File: config.mk
export PLATFORM = sky130hd
export DESIGN_NAME = flsa_div
export DESIGN_NICKNAME = d
export VERILOG_FILES = /design/src/sv/assert_macros.svh /design/src/sv/flsa_pkg.sv /design/src/sv/flsa_div.sv
export SDC_FILE = /design/constraint.sdc
export NUM_CORES = 1
export LEC_CHECK = 0
export BUFFER_PORTS_ARGS = -buffer_cell sky130_fd_sc_hd__buf_2
export CORE_UTILIZATION = 45
export CTS_CLUSTER_DIAMETER = 60
export DETAILED_ROUTE_END_ITERATION = 10
export PLACE_DENSITY = 0.69
export SETUP_SLACK_MARGIN = 0.2
export SLEW_MARGIN = 20
export SYNTH_ARGS = -nofsm -noshare
export SYNTH_HDL_FRONTEND = slang
export SYNTH_SLANG_ARGS = --single-unit
File: constraint.sdc
create_clock -name clk -period 4.6 [get_ports clk]
set_clock_uncertainty 0.1 [all_clocks]
set_input_delay 0.23 -clock clk [delete_from_list [all_inputs] [get_ports clk]]
set_output_delay 0.23 -clock clk [all_outputs]
set_load 0.02 [all_outputs]
File: src/sv/assert_macros.svh
// Assertion macros used by the RTL of the slot allocator.
`ifndef ASSERT_MACROS_SVH
`define ASSERT_MACROS_SVH

// Check that a condition holds at every clock edge outside reset.
`define ASSERT_ALWAYS(label, clk, rst_n, cond) \
  label: assert property (@(posedge clk) disable iff (!(rst_n)) (cond)) \
    else $error("assertion failed");

// Check that an antecedent implies a consequent in the same cycle.
`define ASSERT_IMPL(label, clk, rst_n, ante, cons) \
  label: assert property (@(posedge clk) disable iff (!(rst_n)) (ante) |-> (cons)) \
    else $error("assertion failed");

// Check that an antecedent implies a consequent in the next cycle.
`define ASSERT_NEXT(label, clk, rst_n, ante, cons) \
  label: assert property (@(posedge clk) disable iff (!(rst_n)) (ante) |=> (cons)) \
    else $error("assertion failed");

`endif

File: src/sv/flsa_pkg.sv
// Types and constants of the free list slot allocator.
package flsa_pkg;

  localparam int SLOT_W = 10;
  localparam int STAT_W = 2;
  localparam int COUNT_W = 11;
  localparam int OFF_W = 32;
  localparam int ESZ_W = 16;

  typedef enum logic [1:0] {
    CMD_TAKE   = 2'd0,
    CMD_RETURN = 2'd1,
    CMD_LOCATE = 2'd2,
    CMD_CLEAR  = 2'd3
  } cmd_t;

  typedef enum logic [STAT_W-1:0] {
    STAT_OK        = 2'd0,
    STAT_EXHAUSTED = 2'd1,
    STAT_RANGE     = 2'd2,
    STAT_FULL      = 2'd3
  } status_t;

  typedef enum logic [1:0] {
    ST_IDLE,
    ST_EXEC,
    ST_READ,
    ST_DIV
  } state_t;

  typedef struct packed {
    cmd_t              command;
    logic [SLOT_W-1:0] slot_index;
    logic [OFF_W-1:0]  byte_offset;
  } in_item_t;

  typedef struct packed {
    logic [SLOT_W-1:0]  slot;
    status_t            status;
    logic [COUNT_W-1:0] in_use_count;
  } out_item_t;

endpackage

File: src/sv/flsa_div.sv
// Restoring divider, one quotient bit per cycle, for offset to slot translation.
module flsa_div
  import flsa_pkg::*;
(
  input  logic             clk,
  input  logic             rst_n,
  input  logic             start,
  input  logic [OFF_W-1:0] dividend,
  input  logic [ESZ_W-1:0] divisor,
  output logic             done,
  output logic [OFF_W-1:0] quotient
);

  localparam int CW = $clog2(OFF_W);

  logic [OFF_W-1:0] quot_r, quot_nxt;
  logic [ESZ_W-1:0] rem_r, rem_nxt;
  logic [ESZ_W-1:0] dsr_r, dsr_nxt;
  logic [CW-1:0]    cnt_r, cnt_nxt;
  logic             run_r, run_nxt;
  logic             done_r, done_nxt;
  logic [ESZ_W:0]   trial;
  logic [ESZ_W:0]   diff;
  logic             fits;

  always_comb begin
    trial = {rem_r, quot_r[OFF_W-1]};
    diff  = trial - {1'b0, dsr_r};
    fits  = (trial >= {1'b0, dsr_r});
  end

  always_comb begin
    quot_nxt = quot_r;
    rem_nxt  = rem_r;
    dsr_nxt  = dsr_r;
    cnt_nxt  = cnt_r;
    run_nxt  = run_r;
    done_nxt = 1'b0;
    if (start) begin
      quot_nxt = dividend;
      rem_nxt  = '0;
      dsr_nxt  = divisor;
      cnt_nxt  = CW'(OFF_W - 1);
      run_nxt  = 1'b1;
    end else if (run_r) begin
      quot_nxt = {quot_r[OFF_W-2:0], fits};
      rem_nxt  = fits ? diff[ESZ_W-1:0] : trial[ESZ_W-1:0];
      cnt_nxt  = cnt_r - 1'b1;
      if (cnt_r == '0) begin
        run_nxt  = 1'b0;
        done_nxt = 1'b1;
      end
    end
  end

  always_ff @(posedge clk) begin
    if (!rst_n) begin
      run_r  <= 1'b0;
      done_r <= 1'b0;
      cnt_r  <= '0;
    end else begin
      run_r  <= run_nxt;
      done_r <= done_nxt;
      cnt_r  <= cnt_nxt;
    end
  end

  always_ff @(posedge clk) begin
    quot_r <= quot_nxt;
    rem_r  <= rem_nxt;
    dsr_r  <= dsr_nxt;
  end

  assign done     = done_r;
  assign quotient = quot_r;

endmodule

# Word-level counts from Yosys, hierarchy flattened
# Index checks and enable logic that the tools add are counted.
# word_totals
wordCells	23
reg_bits	71
# op_classes
bitwise_logic	2
order_cmp	1
mux	9
add_sub_neg	2
reduce_logical	3
# op_table
cell	count
$mux 32	2
$ge 17x16->1	1
$mux 16	1
$sub 16x16->16	1
$mux 5	2
$logic_not 5->1	1
$sub 5x1->5 const B	1
$mux 1	4
$reduce_or 3->1	1
$not 1->1	2
$reduce_bool 2->1	1

# Logic depth before layout (Yosys ltp)
# Gate-level depths: netlist (run 1).
# depth
word_depth	4
depth_mapped	10
depth_no_buf	10

# Worst setup path after synthesis (run 1)
# Ideal clock, no wire load.
# synth_path
path_kind	flip-flop to flip-flop
startpoint	register quot_r[31] (netlist: quotient[31])
endpoint	register rem_r[14]
required_ns	4.377
path_stages_with_launch	11
synth_period_minus_slack_ns	2.392
arrival_ns	2.169
slack_ns	2.208
cell_sequence	edfxtp_1 inv_1 ha_1 fa_1 nor2b_1 o2111ai_1 a21oi_1 o2111ai_1 a41o_1 o21ai_1 o21ai_1
# synth_between
elab_chain_cells	2
# synth_rtl
item	line	text
start, declared	flsa_div.sv:16	logic [OFF_W-1:0] quot_r, quot_nxt;
start signal, assigned	flsa_div.sv:69	quot_r <= quot_nxt;
$sub 16x16->16 / $ge 17x16->1 (equally long branches)	flsa_div.sv:28, flsa_div.sv:29	
$mux 16 (*)	flsa_div.sv:47	rem_nxt = fits ? diff[ESZ_W-1:0] : trial[ESZ_W-1:0];
end signal, assigned	flsa_div.sv:70	rem_r <= rem_nxt;
end, declared	flsa_div.sv:17	logic [ESZ_W-1:0] rem_r, rem_nxt;
# Mark *: on every way between the ends. The rest lies on a longest branch, timed or not.
# A chain may end at the register's enable or synchronous reset.

# Worst setup path in the final report (run 1)
# Same ends and word-level chain as after synthesis.

==> results of run 1 <==
-- sequential cells by signal (all words and copies together), names as in the netlist --
register / flops
dsr_r: 16
quotient: 32
cnt_r: 5
rem_r: 16
done: 1
run_r: 1
-- worst paths after layout --
path	endpoint	cells past startpoint	start
worst max-delay path	rem_r[14]	10	quotient[31]
worst min-delay path	quotient[4]	2	dividend[4]
worst max register to register	rem_r[14]	10	quotient[31]
worst min register to register	rem_r[11]	2	rem_r[11]
-- final cells by class --
cell class / instances / area [µm²]
clock inverters: 7 / 80.1
clock buffers: 9 / 124
repair buffers: 102 / 598
flip-flops and latches: 71 / 1900
well taps: 102 / 128
fillers: 662 / 3280
multi-input cells: 217 / 1690
inverters: 24 / 90.1
-- metrics by stage --
stage                     instances  cell area, µm²
after floorplan                 324            3740
after global placement          500            4250
after detailed placement        500            4250
after CTS                       532            4610
after global routing            532            4610
final                           532            4610
-- logic make-up (layout without fill, tap and decap cells) --
kind of cell	count (synthesis)	in the layout	share of synthesized area, %
buffers and inverters	36	142	4.01
DFF	71	71	50.8
AOI/OAI and AO/OA	61	61	12.9
adders and majority gates	19	19	6.55
xor gates and xnor gates	17	17	3.98
and+or+nand+nor	84	84	11.1
muxes	36	36	10.7
-- synthesized netlist by cell type, types with 2 or more instances --
master / n / area share, %
o21ai_0: 6 / 0.80
and3_1: 3 / 0.50
nor3_1: 4 / 0.53
mux2_2: 32 / 9.6
inv_1: 24 / 2.4
mux2i_1: 4 / 1.1
a21oi_1: 15 / 2.0
buf_1: 4 / 0.40
a32oi_1: 4 / 0.94
o31ai_1: 2 / 0.40
edfxtp_1: 48 / 39
a311oi_2: 4 / 1.6
nor2b_1: 3 / 0.50
o2111ai_1: 2 / 0.47
clkbuf_1: 6 / 0.60
nand2_1: 22 / 2.2
dfxtp_1: 23 / 12
nand3_1: 12 / 1.6
a21o_1: 7 / 1.4
o21ai_1: 5 / 0.67
nand2b_1: 3 / 0.50
xor2_1: 10 / 2.3
o41ai_1: 2 / 0.47
buf_6: 2 / 0.60
a221oi_1: 2 / 0.47
ha_1: 18 / 6.0
nand2_2: 4 / 0.67
xnor2_1: 7 / 1.6
a22o_1: 2 / 0.47
nor2_1: 27 / 2.7
-- worst max-delay path: stages, from the launching register on --
cell and delay [ps]:
edfxtp_1 360, inv_1 60, ha_1 220, fa_1 420
nor2b_1 160, o2111ai_1 160, a21oi_1 320, o2111ai_1 170
a311oi_1 300, o21ai_1 110, o21ai_1 140
-- where the power goes --
part / switching, W / internal (W) / total [W]
registers: 0.0000292 / 0.000743 / 0.000772
logic: 0.000167 / 0.000131 / 0.000298
clock network: 0.000249 / 0.000256 / 0.000505
total: 0.000446 / 0.00113 / 0.00158
-- layer usage --
layer	global-route usage (%)	wire length (µm)
met1	24.9	3330
met2	29.5	3680
met3	5.04	470
met4	7.56	117
met5	0	0
==> results.yml, run 1 <==
status:
  status: "completed"
timing:
  slew_viol_final: 0
  finalWorstSetupSlack_ps: 2020
  finalSetupViolCount: 0
  tightestPinTransition_ps: 1100
  rsz0062_at_grt: "false"
  hold_viol: 0
  fin_crit_ps: 2580
  fmax_mhz: 388
  whs_ps: 78.7
  relSlewSlack_pct: 26.8
  period_share_pct: 56.1
  tns_ps: 0
setup_path:
  critical_path_class: "register to register"
  crit_path_end_kind: "register"
  regToRegSetupSlack_ps: 2020
  worstPathRequired_ps: 4770
  crit_fanout: 3
  critPathLaunchType: "register"
  crit_arrival_ps: 2750
floorplan:
  initial_core_util_pct: 47.4
  rows: 32
  die_width_um: 93.2
  ios: 84
  die_area_um2: 8690
  core_area_um2: 7890
  die_h_um: 93.2
clocking:
  numCtsBuffers: 9
  cts_hold_buf: 16
  clkSlewWorstSetupHoldPaths_ps: 80
  clk_latency_ps: 350
  cts_tree: "done"
  clock_path_buffers: 2
  ctsResizeCount: 0
  h-tree-depth: 3
  clockRootBuffer: "clkbuf_8"
  cts.sinks: 71
  postCtsSetupBuffers: 0
global_route:
  global_route.overflow_total: 0
  grt_pass1_vias: 2694
  grt_max_degree: 61
  grt_pass1_wl_um: 12600
  antenna_found_initial: 0
  grt_usage_pct: 18.9
logic_synthesis:
  ys_seq_area_share_pct: 50.8
  synth-async-reset-ratio_pct: 0
  synth_seq_cells: 71
  synth_warnings: 0
  synth.avg_cell_area_um2: 11.6
  syn_inst: 324
  yosys_most_used_dff: "edfxtp_1"
  synth.distinct_cells: 47
  synth_edf_count: 48
  synth_area_um2: 3740
  syn_nets: 394
detailed_routing:
  drtPass1Iterations: 4
  wire_per_inst_um: 14.3
  via_per_inst: 5.13
  drc: 0
  detail-route-antenna-nets: 0
  dr_total_vias: 2728
  totalWireLength_um: 7590
  drt_iter0_drc: 182
finish:
  final_util_pct: 58.5
  syn_to_final_growth_pct: 23.2
  layout_commonest_cell: "buf_2"
  drive_above_1_share_pct: 34.9
  n_antenna_cell: 0
  layout_common_cells: "83 x buf_2, 48 x edfxtp_1, 32 x mux2_2, 27 x nor2_1, 24 x inv_1"
  nets: 495
place:
  dp_hpwl_um: 5240
  io_buffers: 83
  dp_slack_ps: 2070
  gp_congestion: 0.844
pwr:
  ir_worst_vdd_uv: 237
  power_w: 0.00158
  p_leak_nw: 1.99
  powerDensity_nw_per_um2: 342
worst_hold_path:
  hold_class: "input pin to register"
flow_run:
  cap_violations: 0
(Power assumes the default switching activity.)
==> run 2, diff against run 1 <==
--- a/config.mk
+++ b/config.mk
@@ -9,7 +9,7 @@
 export CORE_UTILIZATION = 45
 export CTS_CLUSTER_DIAMETER = 60
 export DETAILED_ROUTE_END_ITERATION = 10
-export PLACE_DENSITY = 0.69
+export PLACE_DENSITY = 0.72
 export SETUP_SLACK_MARGIN = 0.2
 export SLEW_MARGIN = 20
 export SYNTH_ARGS = -nofsm -noshare
==> constraint.sdc (replaced) <==
create_clock -name clk -period 2.3 [get_ports clk]
set_clock_uncertainty 0.1 [all_clocks]
set_input_delay 0.115 -clock clk [delete_from_list [all_inputs] [get_ports clk]]
set_output_delay 0.115 -clock clk [all_outputs]
set_load 0.02 [all_outputs]
==> run 2 against run 1 <==
Net effect: the flow now finishes with violations (setup timing); power is 120% higher; maximum frequency is 2.8% higher; sequential share of layout area is 8.5 points lower; critical path type unchanged.
==> results.yml, run 2 (synthesis results as in run 1) <==
status:
  status: "finished, violations left"
  violations: "setup timing"
pwr:
  p_seq_share_pct: 45.1
  clkPwrFrac_pct: 29.1
  powerDensity_nw_per_um2: 594
  netSwitchingFraction_pct: 31.8
  power.internal_w: 0.00235
  ir_worst_vdd_uv: 485
  power_frac_comb_pct: 25.8
  p_sw_w: 0.00110
  p_leak_nw: 2.45
setup_path:
  worstPathRequired_ps: 2430
  critical_path_class: "register to register"
  crit_fanout: 3
  critPathLaunchType: "register"
  rr_worst_depth: 9
  max_stage_delay_ps: 420
  path_cells: "ha_4 -> fa_2 -> nor2b_4 -> o2111ai_2 -> a21oi_2 -> o2111ai_2 -> a41o_1 -> o21ai_1 -> o21ai_1"
  crit_path_end_kind: "register"
  crit_arrival_ps: 2640
  slowest_stage: "edfxtp_1"
detailed_routing:
  dr_total_vias: 3394
  drt_iter0_drc: 207
  drc: 0
  detail-route-antenna-nets: 0
  via_per_inst: 5.49
  totalWireLength_um: 11000
  wire_per_inst_um: 17.8
  drtPass1Iterations: 5
floorplan:
  die_width_um: 93.2
  core_area_um2: 7890
  die_area_um2: 8690
  ios: 84
  initial_core_util_pct: 47.4
  rows: 32
  die_h_um: 93.2
timing:
  tightestPinTransition_ps: 647
  finalSetupViolCount: 4
  tns_ps: -396
  relSlewSlack_pct: 56.4
  period_share_pct: 109
  fin_crit_ps: 2510
  hold_viol: 0
  rsz0062_at_grt: "true"
  finalWorstSetupSlack_ps: -210
  slew_viol_final: 0
  fmax_mhz: 398
finish:
  fillers: 486
  layout_commonest_cell: "buf_2"
  n_antenna_cell: 0
  layout_common_cells: "83 x buf_2, 49 x dlygate4sd3_1, 48 x edfxtp_1, 43 x buf_4, 31 x mux2_2"
  drive_above_1_share_pct: 50.4
  syn_to_final_growth_pct: 55.2
  nets: 581
  largest_register_ffs: 32
global_route:
  grt_pass1_vias: 3242
  grt_pass1_wl_um: 15500
  grt_usage_pct: 23.3
  antenna_found_initial: 0
  global_route.overflow_total: 0
  grt_max_degree: 62
clocking:
  clockRootBuffer: "clkbuf_8"
  clock_path_buffers: 2
  clkSlewWorstSetupHoldPaths_ps: 90
  clk_latency_ps: 360
  h-tree-depth: 3
  numCtsBuffers: 9
  cts_tree: "done"
  cts.sinks: 71
worst_hold_path:
  hold_class: "input pin to register"
  holdPathStages: 2
flow_run:
  cap_violations: 0
place:
  dp_slack_ps: -38.4
  gp_congestion: 0.854
  io_buffers: 83
  dp_hpwl_um: 5640
[run 2: cell types whose count changed in the layout (fill, tap and decap cells not counted), sizes merged]
cell	previous run	this run
buf	86	137
dlygate4sd3	16	49
inv	26	29
clkinvlp	2	0
bufinv	1	0
o221a	1	2
o221ai	1	2
[run 2: path summary, 6_finish.rpt]
kind / endpoint / slack, ps / from
setup / recovery: rem_r[14] / -210 / dsr_r[0]
hold / removal: dsr_r[15] / 170 / start
setup reg to reg: rem_r[14] / -210 / dsr_r[0]
hold reg to reg: rem_r[11] / 420 / rem_r[10]
[run 2: worst max-delay path, delay by kind of cell, from the launching register on]
| kind | cells | cell delay [ps] |
|---|---|---|
| and+or+nand+nor | 1 | 140 |
| DFF | 1 | 420 |
| adders and majority gates | 2 | 590 |
| AOI/OAI and AO/OA | 6 | 1130 |
[run 2: metal layers]
metal | track usage (%) | share of wire (%)
met5 | 0 | 0
met4 | 6.92 | 2.1
met3 | 6.34 | 5.9
met1 | 27.3 | 39
met2 | 41.3 | 53
[run 2: power by group through the flow]
stage | combinational (W) | sequential, W | clock [W]
2_1_floorplan | 0.000352 | 0.00164 | 0
3_3_place_gp | 0.000626 | 0.00157 | 0
3_5_place_dp | 0.000639 | 0.00157 | 0
4_1_cts | 0.000769 | 0.00155 | 0.00102
5_1_grt | 0.000945 | 0.00157 | 0.00107
6_report | 0.000891 | 0.00156 | 0.00100
[run 2: what timing repair did]
item	in CTS	in global routing
endpoints found under the setup margin	15	17
pin swaps	28	36
gates resized for setup	26	42
buffers inserted	14	18
cloned	2	0
hold endpoints to repair	53	1
hold buffers	48	1
[run 2: through the flow]
step | total power (W) | hold WS [ps] | area [µm²] | utilization, % | cells
2_1_floorplan | 0.00199 | 114 | 3830 | - | 324
3_3_place_gp | 0.00219 | 192 | 4500 | 57.0 | 519
3_5_place_dp | 0.00221 | 193 | 4500 | 57.0 | 519
4_1_cts | 0.00333 | 2.26 | 5450 | 69.1 | 599
5_1_grt | 0.00358 | 179 | 5810 | 73.6 | 618
6_report | 0.00345 | 170 | 5810 | 73.6 | 618
[run 2: cell type report]
type | instances | area (µm²) | share of cell area [%]
Inverter | 24 | 90.1 | 1.55
Sequential cell | 71 | 1900 | 32.8
Tap cell | 102 | 128 | 2.20
Clock inverter | 7 | 73.8 | 1.27
Multi-Input combinational cell | 219 | 2110 | 36.3
Clock buffer | 9 | 124 | 2.13
Timing Repair Buffer | 186 | 1380 | 23.7
==> run 3, diff against run 2 <==
--- a/config.mk
+++ b/config.mk
@@ -6,10 +6,12 @@
 export NUM_CORES = 1
 export LEC_CHECK = 0
 export BUFFER_PORTS_ARGS = -buffer_cell sky130_fd_sc_hd__buf_2
-export CORE_UTILIZATION = 45
+export CELL_PAD_IN_SITES_DETAIL_PLACEMENT = 2
+export CELL_PAD_IN_SITES_GLOBAL_PLACEMENT = 2
+export CORE_UTILIZATION = 32
 export CTS_CLUSTER_DIAMETER = 60
 export DETAILED_ROUTE_END_ITERATION = 10
-export PLACE_DENSITY = 0.72
+export PLACE_DENSITY = 0.78
 export SETUP_SLACK_MARGIN = 0.2
 export SLEW_MARGIN = 20
 export SYNTH_ARGS = -nofsm -noshare
==> run 3 against run 2 <==
Net effect: the run ends with hold timing, setup timing left; sequential power about the same; power increased by 20%; critical path depth unchanged; cell area increased by 3.2%; first-iteration DRC count decreased by 30%; flip-flop and latch count unchanged; largest power group unchanged; highest routed layer unchanged.
==> results.yml, run 3 (synthesis results as in run 1) <==
place:
  io_buffers: 83
  dp_hpwl_um: 7860
  gp_congestion: 0.829
  dp.cells: 565
floorplan:
  die_h_um: 110
  rows: 39
  die_area_um2: 12100
  core_area_um2: 11400
  die_width_um: 110
  initial_core_util_pct: 32.8
  ios: 84
finish:
  n_antenna_cell: 0
  fillers: 1101
  layout_commonest_cell: "buf_2"
  multi_input_area_um2: 2160
  layout_common_cells: "83 x buf_2, 48 x edfxtp_1, 46 x dlygate4sd3_1, 37 x buf_4, 31 x mux2_2"
  largest_register_ffs: 32
  nets: 575
  final_util_pct: 52.5
  regArea_um2: 1900
  syn_to_final_growth_pct: 60.2
  drive_above_1_share_pct: 50.4
  fin_cells: 653
timing:
  tightestPinTransition_ps: 638
  finalSetupViolCount: 16
  period_share_pct: 112
  fmax_mhz: 387
  slew_viol_final: 0
  fin_crit_ps: 2580
  relSlewSlack_pct: 57.5
  rsz0062_at_grt: "true"
  tns_ps: -1870
  finalWorstSetupSlack_ps: -284
  whs_ps: -14.5
  hold_viol: 4
setup_path:
  crit_path_frequent_cell: "o21ai_1"
  critPathLaunchType: "register"
  crit_start: "dsr_r[0]"
  r2r_end: "rem_r[14]"
  crit_buf_inv: 0
  path_cells: "ha_4 -> fa_2 -> nor2b_4 -> o2111ai_4 -> a21oi_4 -> o2111ai_2 -> a41o_1 -> o21ai_1 -> o21ai_1"
  slowest_stage: "edfxtp_1"
  crit_fanout: 2
  rr_startpoint: "dsr_r[0]"
  crit_arrival_ps: 2680
  crit_path_end_kind: "register"
  cpLargestDelayFamily: "compound AO/OA/AOI/OAI gates"
  rr_worst_depth: 9
  regToRegSetupSlack_ps: -280
  max_stage_delay_ps: 440
  worstPathRequired_ps: 2400
  critical_path_class: "register to register"
detailed_routing:
  drtPass1Iterations: 4
  via_per_inst: 5.41
  drt_iter0_drc: 144
  drc: 0
  detail-route-antenna-nets: 0
  wire_per_inst_um: 27.9
  totalWireLength_um: 18200
  dr_total_vias: 3530
worst_hold_path:
  hold_start: "rst_n"
  hold_class: "input pin to register"
  holdPathStages: 3
  hold_path_end: "cnt_r[4]"
status:
  violations: "hold timing, setup timing"
  status: "finished, violations left"
clocking:
  h-tree-depth: 3
  numCtsBuffers: 9
  clk_latency_ps: 360
  clockRootBuffer: "clkbuf_16"
  clock_path_buffers: 2
  cts_tree: "done"
  clkSlewWorstSetupHoldPaths_ps: 60
  cts.sinks: 71
pwr:
  p_leak_nw: 2.53
  ir_worst_vdd_uv: 595
  powerDensity_nw_per_um2: 688
global_route:
  grt_max_degree: 25
  global_route.overflow_total: 0
  grt_pass1_wl_um: 24000
  grt_pass1_vias: 3917
  grt_usage_pct: 28.2
  antenna_found_initial: 0
flow_run:
  cap_violations: 0
-- run 3: what timing repair did --
item	CTS	global route
resized for setup	40	36
hold buffers	46	0
pin swaps	22	27
endpoints found under the setup margin	17	17
hold endpoints to repair	46	0
gates cloned	1	0
setup buffers	20	5
-- run 3: area by class of cell --
class,instances,area share [%]
Clock buffer,10,3.82
Clock inverter,6,1.40
Inverter,24,1.50
Multi-Input combinational cell,218,36.1
Sequential cell,71,31.7
Tap cell,143,2.98
Timing Repair Buffer,181,22.5
-- run 3: stage by stage --
stage	cell area (µm²)	setup WS [ps]	hold slack [ps]	total power (W)
after global placement	4580	-1.03	191	0.00221
after floorplan	3830	17.3	114	0.00199
after global routing	6000	-349	16.9	0.00424
final	6000	-284	-14.5	0.00413
after detailed placement	4580	-309	195	0.00225
after CTS	5760	-212	0.0831	0.00391
-- run 3: worst max-delay path by stage --
stage                      to  slack, ps  depth (start not counted)
floorplan           rem_r[14]         20                         10
global placement    rem_r[14]         -1                          9
detailed placement  rem_r[14]       -310                          9
CTS                 rem_r[14]       -210                          9
global route        rem_r[14]       -350                          9
finish              rem_r[14]       -280                          9
-- run 3: power breakdown --
group	total (W)	switching [W]	internal [W]
clock network	0.00157	0.000619	0.000948
registers	0.00158	0.0000876	0.00149
logic	0.000981	0.000546	0.000436
total	0.00413	0.00125	0.00287
-- run 3: worst reg2reg max path, cell delays in order, from the launching register on --
cell and delay [ps]:
edfxtp_1 440, ha_4 200, fa_2 420, nor2b_4 160, o2111ai_4 140, a21oi_4 210, o2111ai_2 200, a41o_1 230
o21ai_1 200, o21ai_1 120
-- run 3: routing by layer --
layer	up-vias	global-route usage (%)	routed length, µm
li1	1551	-	-
met1	1780	29.1	6580
met2	147	52.5	9870
met3	52	6.53	905
met4	0	15.3	870
met5	-	0	0
